<file path="config.mk">
export PLATFORM = sky130hd
export DESIGN_NAME = refcounted_entry_table_top
export DESIGN_NICKNAME = d
export VERILOG_FILES = /design/src/sv/ret_pkg.sv /design/src/sv/ret_regs.sv /design/src/sv/ret_dp.sv /design/src/sv/ret_ctrl.sv /design/src/sv/refcounted_entry_table_top.sv
export VERILOG_INCLUDE_DIRS = /design/src /design/src/sv
export SDC_FILE = /design/constraint.sdc
export NUM_CORES = 1
export LEC_CHECK = 0
export BUFFER_PORTS_ARGS = -buffer_cell sky130_fd_sc_hd__buf_2
export CELL_PAD_IN_SITES_DETAIL_PLACEMENT = 1
export CELL_PAD_IN_SITES_GLOBAL_PLACEMENT = 1
export CORE_ASPECT_RATIO = 0.7
export CORE_UTILIZATION = 42
export CTS_CLUSTER_SIZE = 16
export DETAILED_ROUTE_END_ITERATION = 16
export GPL_TIMING_DRIVEN = 0
export PLACE_DENSITY_LB_ADDON = 0.1
export RECOVER_POWER = 100
export SYNTH_ARGS = -nofsm -noshare
export SYNTH_HDL_FRONTEND = slang
export SYNTH_SLANG_ARGS = --single-unit
</file>
<file path="constraint.sdc">
create_clock -name clk -period 13.6 [get_ports clk]
set_clock_uncertainty 0.15 [all_clocks]
set_input_delay 1.36 -clock clk [delete_from_list [all_inputs] [get_ports clk]]
set_output_delay 1.36 -clock clk [all_outputs]
set_load 0.02 [all_outputs]
</file>
<file path="src/sv/refcounted_entry_table_top_defines.svh">
// Assertion macros for the modules of the entry table; ret_ctrl is the module that uses them.
// Each macro expects signals named clk and rst_n in the module that uses it.
`ifndef REFCOUNTED_ENTRY_TABLE_TOP_DEFINES_SVH
`define REFCOUNTED_ENTRY_TABLE_TOP_DEFINES_SVH

// The consequent must hold in the same cycle as the antecedent.
`define RET_ASSERT_SAME(lbl, ante, cons, msg) \
  lbl: assert property (@(posedge clk) disable iff (!rst_n) (ante) |-> (cons)) \
    else $error(msg);

// The consequent must hold in the cycle after the antecedent.
`define RET_ASSERT_NEXT(lbl, ante, cons, msg) \
  lbl: assert property (@(posedge clk) disable iff (!rst_n) (ante) |=> (cons)) \
    else $error(msg);

`endif

</file>
<file path="src/sv/ret_pkg.sv">
package ret_pkg;

  localparam int TABLE_ENTRIES = 16;
  localparam int MOUNT_ENTRIES = 2;
  localparam int ROOT_NUMBER   = 1;

  localparam int IDX_W  = $clog2(TABLE_ENTRIES);
  localparam int SLOT_W = 4;
  localparam int DEV_W  = 16;
  localparam int NUM_W  = 16;
  localparam int CNT_W  = 8;
  localparam int STAT_W = 3;
  localparam int CMP_W  = ((IDX_W > SLOT_W) ? IDX_W : SLOT_W) + 1;
  localparam int RED_W  = 2;
  localparam int ADDR_W = 5;
  localparam int DATA_W = 32;

  typedef enum logic [STAT_W-1:0] {
    ST_HIT  = 3'd0,
    ST_LOAD = 3'd1,
    ST_FULL = 3'd2,
    ST_REL  = 3'd3,
    ST_LAST = 3'd4,
    ST_BAD  = 3'd5,
    ST_OVF  = 3'd6
  } status_code_t;

  typedef enum logic [2:0] {
    REG_A_VALID  = 3'd0,
    REG_A_SLOT   = 3'd1,
    REG_A_DEVICE = 3'd2,
    REG_B_VALID  = 3'd3,
    REG_B_SLOT   = 3'd4,
    REG_B_DEVICE = 3'd5
  } reg_idx_t;

  typedef struct packed {
    logic              valid;
    logic [SLOT_W-1:0] slot;
    logic [DEV_W-1:0]  device;
  } mount_t;

  typedef struct packed {
    logic [DEV_W-1:0] device;
    logic [NUM_W-1:0] number;
    logic [CNT_W-1:0] count;
  } entry_t;

  typedef struct packed {
    logic         load_in;
    logic         scan_clr;
    logic         scan_en;
    logic         redirect;
    logic         rd_rel;
    logic         wr_hit;
    logic         wr_alloc;
    logic         wr_last;
    logic         wr_dec;
    logic         out_load;
    status_code_t code;
  } cmd_t;

  typedef struct packed {
    logic scan_last;
    logic hit_found;
    logic hit_mount;
    logic loop;
    logic cnt_max;
    logic free_found;
    logic rel_bad;
    logic cnt_zero;
    logic cnt_one;
    logic out_free;
  } stat_t;

endpackage

</file>
<file path="src/sv/ret_regs.sv">
module ret_regs
  import ret_pkg::*;
(
  input  logic                   clk,
  input  logic                   rst_n,
  input  logic                   psel,
  input  logic                   penable,
  input  logic                   pwrite,
  input  logic [ADDR_W-1:0]      paddr,
  input  logic [DATA_W-1:0]      pwdata,
  output logic [DATA_W-1:0]      prdata,
  output logic                   pready,
  output mount_t [1:0]           mounts
);

  mount_t [1:0] mounts_r;
  reg_idx_t     reg_idx;

  assign reg_idx = reg_idx_t'(paddr[4:2]);
  assign pready  = 1'b1;
  assign mounts  = mounts_r;

  always_ff @(posedge clk) begin
    if (!rst_n) begin
      mounts_r <= '0;
    end else if (psel && penable && pwrite && pready) begin
      case (reg_idx)
        REG_A_VALID:  mounts_r[0].valid  <= pwdata[0];
        REG_A_SLOT:   mounts_r[0].slot   <= pwdata[SLOT_W-1:0];
        REG_A_DEVICE: mounts_r[0].device <= pwdata[DEV_W-1:0];
        REG_B_VALID:  mounts_r[1].valid  <= pwdata[0];
        REG_B_SLOT:   mounts_r[1].slot   <= pwdata[SLOT_W-1:0];
        REG_B_DEVICE: mounts_r[1].device <= pwdata[DEV_W-1:0];
        default: ;
      endcase
    end
  end

  always_comb begin
    case (reg_idx)
      REG_A_VALID:  prdata = DATA_W'(mounts_r[0].valid);
      REG_A_SLOT:   prdata = DATA_W'(mounts_r[0].slot);
      REG_A_DEVICE: prdata = DATA_W'(mounts_r[0].device);
      REG_B_VALID:  prdata = DATA_W'(mounts_r[1].valid);
      REG_B_SLOT:   prdata = DATA_W'(mounts_r[1].slot);
      REG_B_DEVICE: prdata = DATA_W'(mounts_r[1].device);
      default:      prdata = '0;
    endcase
  end

endmodule

</file>
<file path="src/sv/ret_dp.sv">
module ret_dp
  import ret_pkg::*;
(
  input  logic               clk,
  input  logic               rst_n,
  input  cmd_t               cmd,
  output stat_t              st,
  input  mount_t [1:0]       mounts,
  input  logic               in_kind,
  input  logic [DEV_W-1:0]   in_device,
  input  logic [NUM_W-1:0]   in_number,
  input  logic [SLOT_W-1:0]  in_release_slot,
  output logic               out_valid,
  input  logic               out_stall,
  output logic [STAT_W-1:0]  out_status,
  output logic [SLOT_W-1:0]  out_slot,
  output logic [DEV_W-1:0]   out_final_device,
  output logic [NUM_W-1:0]   out_final_number
);

  entry_t                  mem [TABLE_ENTRIES];
  logic [TABLE_ENTRIES-1:0] valid_r;
  entry_t                  rd_r;

  logic                    kind_r;
  logic [DEV_W-1:0]        cur_dev_r;
  logic [NUM_W-1:0]        cur_num_r;
  logic [SLOT_W-1:0]       rs_r;
  logic [RED_W-1:0]        redirects_r;

  logic [IDX_W-1:0]        scan_addr_r;
  logic                    cmp_vld_r;
  logic [IDX_W-1:0]        cmp_idx_r;
  logic                    hit_found_r;
  logic [IDX_W-1:0]        hit_idx_r;
  logic [CNT_W-1:0]        hit_cnt_r;
  logic                    free_found_r;
  logic [IDX_W-1:0]        free_idx_r;

  logic                    out_valid_r;
  logic [STAT_W-1:0]       out_status_r;
  logic [SLOT_W-1:0]       out_slot_r;
  logic [DEV_W-1:0]        out_dev_r;
  logic [NUM_W-1:0]        out_num_r;

  logic [IDX_W-1:0]        rs_idx;
  logic                    rel_bad;
  logic [IDX_W-1:0]        rd_addr;
  logic                    hit_mount;
  logic [DEV_W-1:0]        mnt_dev;
  logic                    wr_en;
  logic [IDX_W-1:0]        wr_addr;
  entry_t                  wr_data;
  logic [SLOT_W-1:0]       slot_nxt;
  logic [DEV_W-1:0]        dev_nxt;
  logic [NUM_W-1:0]        num_nxt;

  assign rs_idx  = IDX_W'(CMP_W'(rs_r));
  assign rel_bad = CMP_W'(rs_r) >= CMP_W'(TABLE_ENTRIES);
  assign rd_addr = cmd.rd_rel ? rs_idx : scan_addr_r;

  always_comb begin
    hit_mount = 1'b0;
    mnt_dev   = '0;
    for (int m = MOUNT_ENTRIES - 1; m >= 0; m--) begin
      if (mounts[m].valid && CMP_W'(mounts[m].slot) == CMP_W'(hit_idx_r)) begin
        hit_mount = 1'b1;
        mnt_dev   = mounts[m].device;
      end
    end
  end

  always_comb begin
    wr_en   = 1'b1;
    wr_addr = hit_idx_r;
    wr_data = '{device: cur_dev_r, number: cur_num_r, count: hit_cnt_r + CNT_W'(1)};
    if (cmd.wr_alloc) begin
      wr_addr = free_idx_r;
      wr_data = '{device: cur_dev_r, number: cur_num_r, count: CNT_W'(1)};
    end else if (cmd.wr_last) begin
      wr_addr = rs_idx;
      wr_data = '{device: rd_r.device, number: '0, count: '0};
    end else if (cmd.wr_dec) begin
      wr_addr = rs_idx;
      wr_data = '{device: rd_r.device, number: rd_r.number, count: rd_r.count - CNT_W'(1)};
    end else if (!cmd.wr_hit) begin
      wr_en = 1'b0;
    end
  end

  always_ff @(posedge clk) begin
    if (wr_en) begin
      mem[wr_addr] <= wr_data;
    end
    rd_r <= valid_r[rd_addr] ? mem[rd_addr] : '0;
  end

  always_ff @(posedge clk) begin
    if (!rst_n) begin
      valid_r <= '0;
    end else if (wr_en) begin
      valid_r[wr_addr] <= 1'b1;
    end
  end

  always_ff @(posedge clk) begin
    if (cmd.load_in) begin
      kind_r      <= in_kind;
      cur_dev_r   <= in_device;
      cur_num_r   <= in_number;
      rs_r        <= in_release_slot;
      redirects_r <= '0;
    end else if (cmd.redirect) begin
      cur_dev_r   <= mnt_dev;
      cur_num_r   <= NUM_W'(ROOT_NUMBER);
      redirects_r <= redirects_r + RED_W'(1);
    end
  end

  always_ff @(posedge clk) begin
    if (!rst_n) begin
      cmp_vld_r    <= 1'b0;
      hit_found_r  <= 1'b0;
      free_found_r <= 1'b0;
      scan_addr_r  <= '0;
    end else if (cmd.scan_clr) begin
      cmp_vld_r    <= 1'b0;
      hit_found_r  <= 1'b0;
      free_found_r <= 1'b0;
      scan_addr_r  <= '0;
    end else begin
      cmp_vld_r <= cmd.scan_en;
      if (cmd.scan_en) begin
        scan_addr_r <= scan_addr_r + IDX_W'(1);
      end
      if (cmp_vld_r) begin
        if (!hit_found_r && rd_r.device == cur_dev_r && rd_r.number == cur_num_r) begin
          hit_found_r <= 1'b1;
        end
        if (!free_found_r && rd_r.count == '0) begin
          free_found_r <= 1'b1;
        end
      end
    end
  end

  always_ff @(posedge clk) begin
    cmp_idx_r <= scan_addr_r;
    if (cmp_vld_r && !hit_found_r && rd_r.device == cur_dev_r
        && rd_r.number == cur_num_r) begin
      hit_idx_r <= cmp_idx_r;
      hit_cnt_r <= rd_r.count;
    end
    if (cmp_vld_r && !free_found_r && rd_r.count == '0) begin
      free_idx_r <= cmp_idx_r;
    end
  end

  always_comb begin
    if (kind_r) begin
      slot_nxt = rs_r;
      dev_nxt  = rel_bad ? '0 : rd_r.device;
      num_nxt  = rel_bad ? '0 : rd_r.number;
    end else begin
      dev_nxt = cur_dev_r;
      num_nxt = cur_num_r;
      case (cmd.code)
        ST_LOAD: slot_nxt = SLOT_W'(CMP_W'(free_idx_r));
        ST_FULL: slot_nxt = '0;
        default: slot_nxt = SLOT_W'(CMP_W'(hit_idx_r));
      endcase
    end
  end

  always_ff @(posedge clk) begin
    if (!rst_n) begin
      out_valid_r <= 1'b0;
    end else if (cmd.out_load) begin
      out_valid_r <= 1'b1;
    end else if (!out_stall) begin
      out_valid_r <= 1'b0;
    end
  end

  always_ff @(posedge clk) begin
    if (cmd.out_load) begin
      out_status_r <= cmd.code;
      out_slot_r   <= slot_nxt;
      out_dev_r    <= dev_nxt;
      out_num_r    <= num_nxt;
    end
  end

  assign out_valid        = out_valid_r;
  assign out_status       = out_status_r;
  assign out_slot         = out_slot_r;
  assign out_final_device = out_dev_r;
  assign out_final_number = out_num_r;

  assign st.scan_last  = scan_addr_r == IDX_W'(TABLE_ENTRIES - 1);
  assign st.hit_found  = hit_found_r;
  assign st.hit_mount  = hit_mount;
  assign st.loop       = CMP_W'(redirects_r) >= CMP_W'(MOUNT_ENTRIES);
  assign st.cnt_max    = &hit_cnt_r;
  assign st.free_found = free_found_r;
  assign st.rel_bad    = rel_bad;
  assign st.cnt_zero   = rd_r.count == '0;
  assign st.cnt_one    = rd_r.count == CNT_W'(1);
  assign st.out_free   = !out_valid_r || !out_stall;

endmodule

</file>
<file path="src/sv/ret_ctrl.sv">
`include "refcounted_entry_table_top_defines.svh"

module ret_ctrl
  import ret_pkg::*;
(
  input  logic  clk,
  input  logic  rst_n,
  input  logic  in_valid,
  input  logic  in_kind,
  output logic  in_stall,
  input  stat_t st,
  output cmd_t  cmd
);

  typedef enum logic [6:0] {
    S_IDLE    = 7'b0000001,
    S_SCAN    = 7'b0000010,
    S_DRAIN   = 7'b0000100,
    S_DECIDE  = 7'b0001000,
    S_REL_RD  = 7'b0010000,
    S_REL_DEC = 7'b0100000,
    S_SPARE   = 7'b1000000
  } state_t;

  state_t     state_r;
  state_t     state_nxt;
  logic [3:0] wr_vec;

  assign in_stall = state_r != S_IDLE;
  assign wr_vec   = {cmd.wr_hit, cmd.wr_alloc, cmd.wr_last, cmd.wr_dec};

  always_comb begin
    state_nxt = state_r;
    cmd       = '0;
    case (state_r)
      S_IDLE: begin
        if (in_valid) begin
          cmd.load_in  = 1'b1;
          cmd.scan_clr = 1'b1;
          state_nxt    = in_kind ? S_REL_RD : S_SCAN;
        end
      end
      S_SCAN: begin
        cmd.scan_en = 1'b1;
        if (st.scan_last) begin
          state_nxt = S_DRAIN;
        end
      end
      S_DRAIN: begin
        state_nxt = S_DECIDE;
      end
      S_DECIDE: begin
        if (st.hit_found && st.hit_mount && !st.loop) begin
          cmd.redirect = 1'b1;
          cmd.scan_clr = 1'b1;
          state_nxt    = S_SCAN;
        end else if (st.out_free) begin
          cmd.out_load = 1'b1;
          state_nxt    = S_IDLE;
          if (st.hit_found) begin
            if (st.hit_mount || st.cnt_max) begin
              cmd.code = ST_OVF;
            end else begin
              cmd.code   = ST_HIT;
              cmd.wr_hit = 1'b1;
            end
          end else if (st.free_found) begin
            cmd.code     = ST_LOAD;
            cmd.wr_alloc = 1'b1;
          end else begin
            cmd.code = ST_FULL;
          end
        end
      end
      S_REL_RD: begin
        cmd.rd_rel = 1'b1;
        state_nxt  = S_REL_DEC;
      end
      S_REL_DEC: begin
        cmd.rd_rel = 1'b1;
        if (st.out_free) begin
          cmd.out_load = 1'b1;
          state_nxt    = S_IDLE;
          if (st.rel_bad || st.cnt_zero) begin
            cmd.code = ST_BAD;
          end else if (st.cnt_one) begin
            cmd.code    = ST_LAST;
            cmd.wr_last = 1'b1;
          end else begin
            cmd.code   = ST_REL;
            cmd.wr_dec = 1'b1;
          end
        end
      end
      default: begin
        state_nxt = S_IDLE;
      end
    endcase
  end

  always_ff @(posedge clk) begin
    if (!rst_n) begin
      state_r <= S_IDLE;
    end else begin
      state_r <= state_nxt;
    end
  end

  `RET_ASSERT_SAME(a_wr_onehot, 1'b1, $onehot0(wr_vec), "More than one table write at once.")
  `RET_ASSERT_SAME(a_wr_with_out, wr_vec != 4'd0, cmd.out_load, "Table write without a result.")
  `RET_ASSERT_NEXT(a_acq_scan, state_r == S_IDLE && in_valid && !in_kind, state_r == S_SCAN,
                   "Acquire request did not start a scan.")
  `RET_ASSERT_SAME(a_redirect_bound, cmd.redirect, !st.loop, "Redirect past the mount limit.")

endmodule

</file>
<file path="src/sv/refcounted_entry_table_top.sv">
// Reference-counted entry table with mount redirection. A request is taken only while the
// block is idle and always yields exactly one result. A release reads its entry in S_REL_RD
// and loads the result register in S_REL_DEC. An acquire scans the table through its single
// read port at one entry per cycle, and each mount redirection adds another lookup pass
// over the table, so an acquire takes one, two or three passes. No request of either kind
// is accepted before the previous one has loaded its result. A new request is accepted
// while the previous result still waits in the output register; the next result then waits
// in its final state until the output register frees, so output stall beyond that delays
// the request. Mount registers lie at byte addresses 0 to 20 of the configuration port.
module refcounted_entry_table_top
  import ret_pkg::*;
(
  input  logic               clk,
  input  logic               rst_n,
  input  logic               in_valid,
  output logic               in_stall,
  input  logic               in_kind,
  input  logic [DEV_W-1:0]   in_device,
  input  logic [NUM_W-1:0]   in_number,
  input  logic [SLOT_W-1:0]  in_release_slot,
  output logic               out_valid,
  input  logic               out_stall,
  output logic [STAT_W-1:0]  out_status,
  output logic [SLOT_W-1:0]  out_slot,
  output logic [DEV_W-1:0]   out_final_device,
  output logic [NUM_W-1:0]   out_final_number,
  input  logic               psel,
  input  logic               penable,
  input  logic               pwrite,
  input  logic [ADDR_W-1:0]  paddr,
  input  logic [DATA_W-1:0]  pwdata,
  output logic [DATA_W-1:0]  prdata,
  output logic               pready
);

  mount_t [1:0] mounts;
  cmd_t         cmd;
  stat_t        st;

  ret_regs u_regs (
    .clk     (clk),
    .rst_n   (rst_n),
    .psel    (psel),
    .penable (penable),
    .pwrite  (pwrite),
    .paddr   (paddr),
    .pwdata  (pwdata),
    .prdata  (prdata),
    .pready  (pready),
    .mounts  (mounts)
  );

  ret_ctrl u_ctrl (
    .clk      (clk),
    .rst_n    (rst_n),
    .in_valid (in_valid),
    .in_kind  (in_kind),
    .in_stall (in_stall),
    .st       (st),
    .cmd      (cmd)
  );

  ret_dp u_dp (
    .clk              (clk),
    .rst_n            (rst_n),
    .cmd              (cmd),
    .st               (st),
    .mounts           (mounts),
    .in_kind          (in_kind),
    .in_device        (in_device),
    .in_number        (in_number),
    .in_release_slot  (in_release_slot),
    .out_valid        (out_valid),
    .out_stall        (out_stall),
    .out_status       (out_status),
    .out_slot         (out_slot),
    .out_final_device (out_final_device),
    .out_final_number (out_final_number)
  );

endmodule

</file>
Yosys cells after proc, flatten, opt, wreduce, memory -nomap -nowiden
Memory sizes are Yosys's and may differ from the RTL's. A register that Yosys moved wholly into a read port is not among the register bits.
Index checks and enable logic that the tools add are counted.
{ "totals": {"register_bits": 171, "ram_bits": 640, "in_bits": 81, "output_inout_bits": 74, "memories": 1} }
{ "memory_table": {"columns": ["memory", "words", "word_bits", "read_ports", "rd_clocked_by_memory_dff", "wr", "line", "source"], "rows": [
  ["u_dp.mem", 16, 40, 1, 1, 1, "ret_dp.sv:21", "entry_t mem [TABLE_ENTRIES];"]
]} }
{ "classes": {"n_addsub": 4, "order_cmp": 4, "eq_ne": 23, "muxes": 65, "bitwise": 2, "reduce_logical": 38} }
{ "ops": {"columns": ["cell", "count"], "rows": [
  ["$mux 16", 8],
  ["$mux 40", 3],
  ["$pmux 16 s6", 1],
  ["$pmux 7 s6", 1],
  ["$eq 16x16->1", 2],
  ["$mux 4", 7],
  ["$mux 7", 4],
  ["$mux 1", 23],
  ["$reduce_and 2->1", 9],
  ["$or 16x16->16", 1],
  ["$pmux 4 s2", 2],
  ["$logic_and 1x1->1", 15],
  ["$mux 2", 7],
  ["$mux 3", 4],
  ["$lt 4x5->1 const B", 2],
  ["$eq 3x2->1 const B", 3],
  ["$add 8x1->8 const B", 1],
  ["$eq 4x4->1", 2],
  ["$eq 8x1->1 const B", 1],
  ["$logic_not 8->1", 1],
  ["$reduce_and 8->1", 1],
  ["$sub 8x1->8 const B", 1],
  ["$eq 7x1->1 const B", 1],
  ["$eq 7x2->1 const B", 1],
  ["25 further kinds", 35]
]} }

Depth between registers and ports, before layout
{ "depth": {"depth_word": 16, "mapped_depth": 11, "depth_no_buf": 8} }

By module
Synthesis repeated with hierarchy kept, for this count alone.
{ "unflattened": {"cells_unflattened": 1863, "area_unflattened_um2": 33794.9} }
{ "by_module_without_submodules": {"columns": ["module", "n_inst", "cells_each", "area_each_um2", "seq_area_each_um2"], "rows": [
  ["ret_dp", 1, 1573, 31164.9, 23382.4],
  ["ret_regs", 1, 211, 2040.7, 840.8],
  ["ret_ctrl", 1, 79, 589.3, 140.1]
]} }

Worst setup path before layout
OpenSTA, ideal clock, no wires.
{ "synth_path": {"kind": "input to register", "from": "input out_stall", "to": "memory u_dp.mem[0][0] in the netlist's numbering, enable pin", "setup_ns": 0.489, "t_arrival_ns": 5.630, "required_time_ns": 12.961, "setup_slack_ns": 7.331, "cell_stages": 6, "path_cell_list": "and2_1 > nor4_4 > o21ba_2 > a221o_1 > nand2b_1 > nor3_1"} }
{ "synth_between": {"elab_chain_len": 11} }
{ "synth_lines": {"columns": ["item", "line", "source"], "rows": [
  ["start, declared", "refcounted_entry_table_top.sv:22", "input logic out_stall,"],
  ["$logic_not 1->1 *", null, null],
  ["$logic_or 1x1->1 *", "ret_dp.sv:209", "assign st.out_free = !out_valid_r || !out_stall;"],
  ["$mux 2", "ret_ctrl.sv:57", "end else if (st.out_free) begin"],
  ["$mux 2", "ret_ctrl.sv:53", "if (st.hit_found && st.hit_mount && !st.loop) begin"],
  ["$mux 2", "ret_ctrl.sv:35", "case (state_r)"],
  ["$mux 1", "ret_dp.sv:86", "end else if (!cmd.wr_hit) begin"],
  ["$mux 1", "ret_dp.sv:83", "end else if (cmd.wr_dec) begin"],
  ["$mux 1", "ret_dp.sv:80", "end else if (cmd.wr_last) begin"],
  ["$mux 1", "ret_dp.sv:77", "if (cmd.wr_alloc) begin"],
  ["$mux 1", "ret_dp.sv:92", "if (wr_en) begin"],
  ["$mux 1 (not written as such)", "ret_dp.sv:93", "mem[wr_addr] <= wr_data;"],
  ["end, declared", "ret_dp.sv:21", null]
]} }
Every way passes the cells marked *; elsewhere a longest branch is shown, timed or not.

Worst setup path in the final report
{ "layout_path": {"from": "register u_ctrl.state_r[1]", "to": "memory u_dp.mem[7][35] in the netlist's numbering, enable pin"} }
{ "layout_between": {"elab_chain_len": 8} }
{ "layout_lines": {"columns": ["item", "line", "source"], "rows": [
  ["start, declared", "ret_ctrl.sv:25", "state_t state_r;"],
  ["start signal, assigned", "ret_ctrl.sv:105", "state_r <= state_nxt;"],
  ["$eq 7x4->1", "ret_ctrl.sv:35", null],
  ["$mux 2", "ret_ctrl.sv:35", null],
  ["$mux 1", "ret_dp.sv:86", null],
  ["$mux 1", "ret_dp.sv:83", null],
  ["$mux 1", "ret_dp.sv:80", null],
  ["$mux 1", "ret_dp.sv:77", null],
  ["$mux 1", "ret_dp.sv:92", null],
  ["$mux 1 (not written as such)", "ret_dp.sv:93", null]
]} }
Parallel ways exist; a longest one is shown, timed or not.

==> results.cfg <==
[floorplanning]
rows = 86
dieArea_sq_mm = 0.0819
start_util = 0.428
ioPinCount = 155
core_area_sq_mm = 0.0793
fp.dieH_um = 240
die_w_um = 342

[synthesis]
ys_seq_elements = 851
synth.largest_area_cell = edfxtp_1
syn_avg_cell_area_sq_um = 14.0
synth.area.top_cells = edfxtp_1 65%, mux2i_1 7.2%, dfxtp_1 7.0%, nand2_1 3.6%, a21oi_1 2.9%
synth-edff-count = 732
synth_area_sq_mm = 0.0339
ys_async_sr_fraction = 0
ys.flop_type = edfxtp_1
synth_warnings = 0
syn_inst = 2418
synth_top_area_frac = 0.648
synth_cell_types = 59
seq_area_frac_synth = 0.718

[cells_and_area]
final_common_cell = edfxtp_1
final_nets = 2788
postLayoutCoreUtil = 0.487
syn_to_final_growth_pct = 13.9
final_cells = 3824
fill_cells = 7921
layout-drive-gt1-share = 0.0874
final_cell_mix = 732 x edfxtp_1, 327 x nand2_1, 247 x clkbuf_1, 244 x mux2i_1, 195 x a21oi_1
diodes = 0

[critical_path]
r2r_setup_slack_ps = 5760
cp_max_fo = 15
worstRegToRegCells = 11
cp.arrival_ps = 7940
critPathKind = reg2reg
crit_path_end_kind = flop
start_kind = flop
reg2reg_from = u_ctrl.state_r[1]
crit_required_ps = 13700
r2r-end = u_dp.mem[7][35]

[global_routing]
gr-total-overflow = 0
grt_usage = 0.265
grt_pass1_wl_um = 155000
grt_pass1_vias = 22241
grt_max_degree = 40
grt_antenna_before_repair = 3

[timing]
finalSetupViolations = 0
min_period_ps = 7840
finalSetupTns_ps = 0
finalCritPeriodShare = 0.577
slew_headroom = -0.761
hold_violations = 0
worst-slew-pin-transition_ps = 2640
finalMaxSlewViolations = 393
timing.fmax_mhz = 128
rsz0062_at_grt = false

[clocking]
cts_htree_levels = 3
clk_latency_ps = 650
cts_setup_buffers = 0
cts_sinks = 851
cts_hold_buffers = 0
cts_resized = 0
root_buffer = clkbuf_16
cts_max_path_buffers = 3
cts_buffers = 85
cts_tree = yes
clk_transition_reported_paths_ps = 60

[min_path]
whs_endpoint = u_dp.valid_r[8]
hp-start = u_dp.valid_r[8]
hold_path_class = reg2reg
hold_depth = 2

[drt]
firstDrtPassIters = 8
post_drt_wl_per_cell_um = 28.5
drc_errors = 0
routed_wl_um = 109000
viasPerCell = 5.72
dr.first_iter.drc_count = 2228
ant_nets = 0
via_count = 21882

[place]
place_congestion = 0.850
portBuffers = 119
place_inst = 3669
place_hpwl_um = 77200

[power]
pwr-share-clk = 0.436
p_switching_uw = 1080
p_int_uw = 4100
peakVddDrop_uv = 98.0
p_sw_frac = 0.208
power_density_mw_per_mm2 = 134
power.leakage_uw = 0.0125
power_uw = 5180
seq_power_share = 0.546
comb_power_share = 0.019

[run]
maxCapViolations = 20

[status]
violations = capacitance limit, slew limit
outcome = complete, but fails checks
-- per-stage QoR --
step / cell area (sq um) / setup WS (ps) / hold slack [ps]
detailed placement: 37000 / 7960 / 290
floorplan: 34000 / 7330 / 241
CTS: 39600 / 8420 / 300
global placement: 35900 / 2720 / 285
finish: 38600 / 5760 / 304
global route: 38600 / 5570 / 325
-- cell type report --
type	instances	area, sq um	area share
Sequential cell	851	24400	0.630
Multi-Input combinational cell	1413	8860	0.229
Clock buffer	108	2270	0.0588
Tap cell	1056	1320	0.0342
Timing Repair Buffer	180	752	0.0195
Buffer	151	658	0.0170
Clock inverter	46	343	0.00887
Inverter	19	71.3	0.00185
-- per-layer routing --
metal	global-route usage	routed length, um	vias up
li1	-	-	9604
met1	0.391	51300	11389
met3	0.0513	7350	139
met4	0.0602	1870	0
met2	0.405	48500	750
met5	0	0	-
-- flip-flops by register name, summed over array words and instances, names as in the netlist, 8 cells and up --
| register | flops |
|---|---|
| u_dp.hit_cnt_r | 8 |
| u_dp.out_final_device | 16 |
| u_dp.cur_num_r | 16 |
| u_dp.mem | 640 |
| u_dp.cur_dev_r | 16 |
| u_regs.mounts | 42 |
| u_dp.rd_r | 40 |
| u_dp.valid_r | 16 |
| u_dp.out_final_number | 16 |
-- how the worst max path moves through the flow --
| stage | start | end | slack (ps) | cells past startpoint |
|---|---|---|---|---|
| after floorplan | out_stall | u_dp.mem[0][0] | 7330 | 6 |
| after global routing | u_ctrl.state_r[1] | u_dp.mem[7][35] | 5570 | 11 |
| final | u_ctrl.state_r[1] | u_dp.mem[7][35] | 5760 | 11 |
| after global placement | out_stall | u_dp.mem[4][2] | 2720 | 8 |
| after detailed placement | out_stall | u_dp.mem[0][4] | 7960 | 11 |
| after CTS | paddr[3] | prdata[6] | 8420 | 6 |
-- critical path, cell delays in order (launching register included) --
cell and delay (ps):
dfxtp_1 370, nor4_1 380, clkbuf_1 350, nand4_1 690, nor2_1 560, clkbuf_1 720, a31oi_1 230, or2_2 370
clkbuf_1 200, nor2_1 1360, clkbuf_1 910, clkbuf_1 1100
-- cell usage after synthesis, drive strengths merged, types with 19 or more instances --
master / number
a221oi: 19
mux2i: 244
xor2: 28
clkbuf: 97
nor2: 141
buf: 54
xnor2: 24
edfxtp: 732
o22ai: 111
nor4: 22
nand2: 327
dfxtp: 119
and3: 23
mux2: 51
nor3: 48
nand3: 20
a21oi: 195
-- logic make-up (layout without fill, tap and decap cells) --
kind of cell,Yosys count,after routing,synth area share
other,2,18,0.000221
XOR/XNOR,52,52,0.0134
buffers and inverters,170,504,0.0220
flip-flops,851,851,0.718
AND/OR/NAND/NOR,637,637,0.0819
AO/OA/AOI/OAI,404,404,0.0723
multiplexers,296,296,0.0896
adder cells (fa/ha/maj),6,6,0.00221
-- power groups by stage --
stage	clock network, uW	registers (uW)	logic, uW
floorplan	0	2880	51.7
global placement	0	2880	93.5
detailed placement	0	2880	97.5
CTS	2290	2830	98.0
global route	2380	2830	103
finish	2260	2830	96.7
Note: power is estimated with default switching activity, not from simulation.
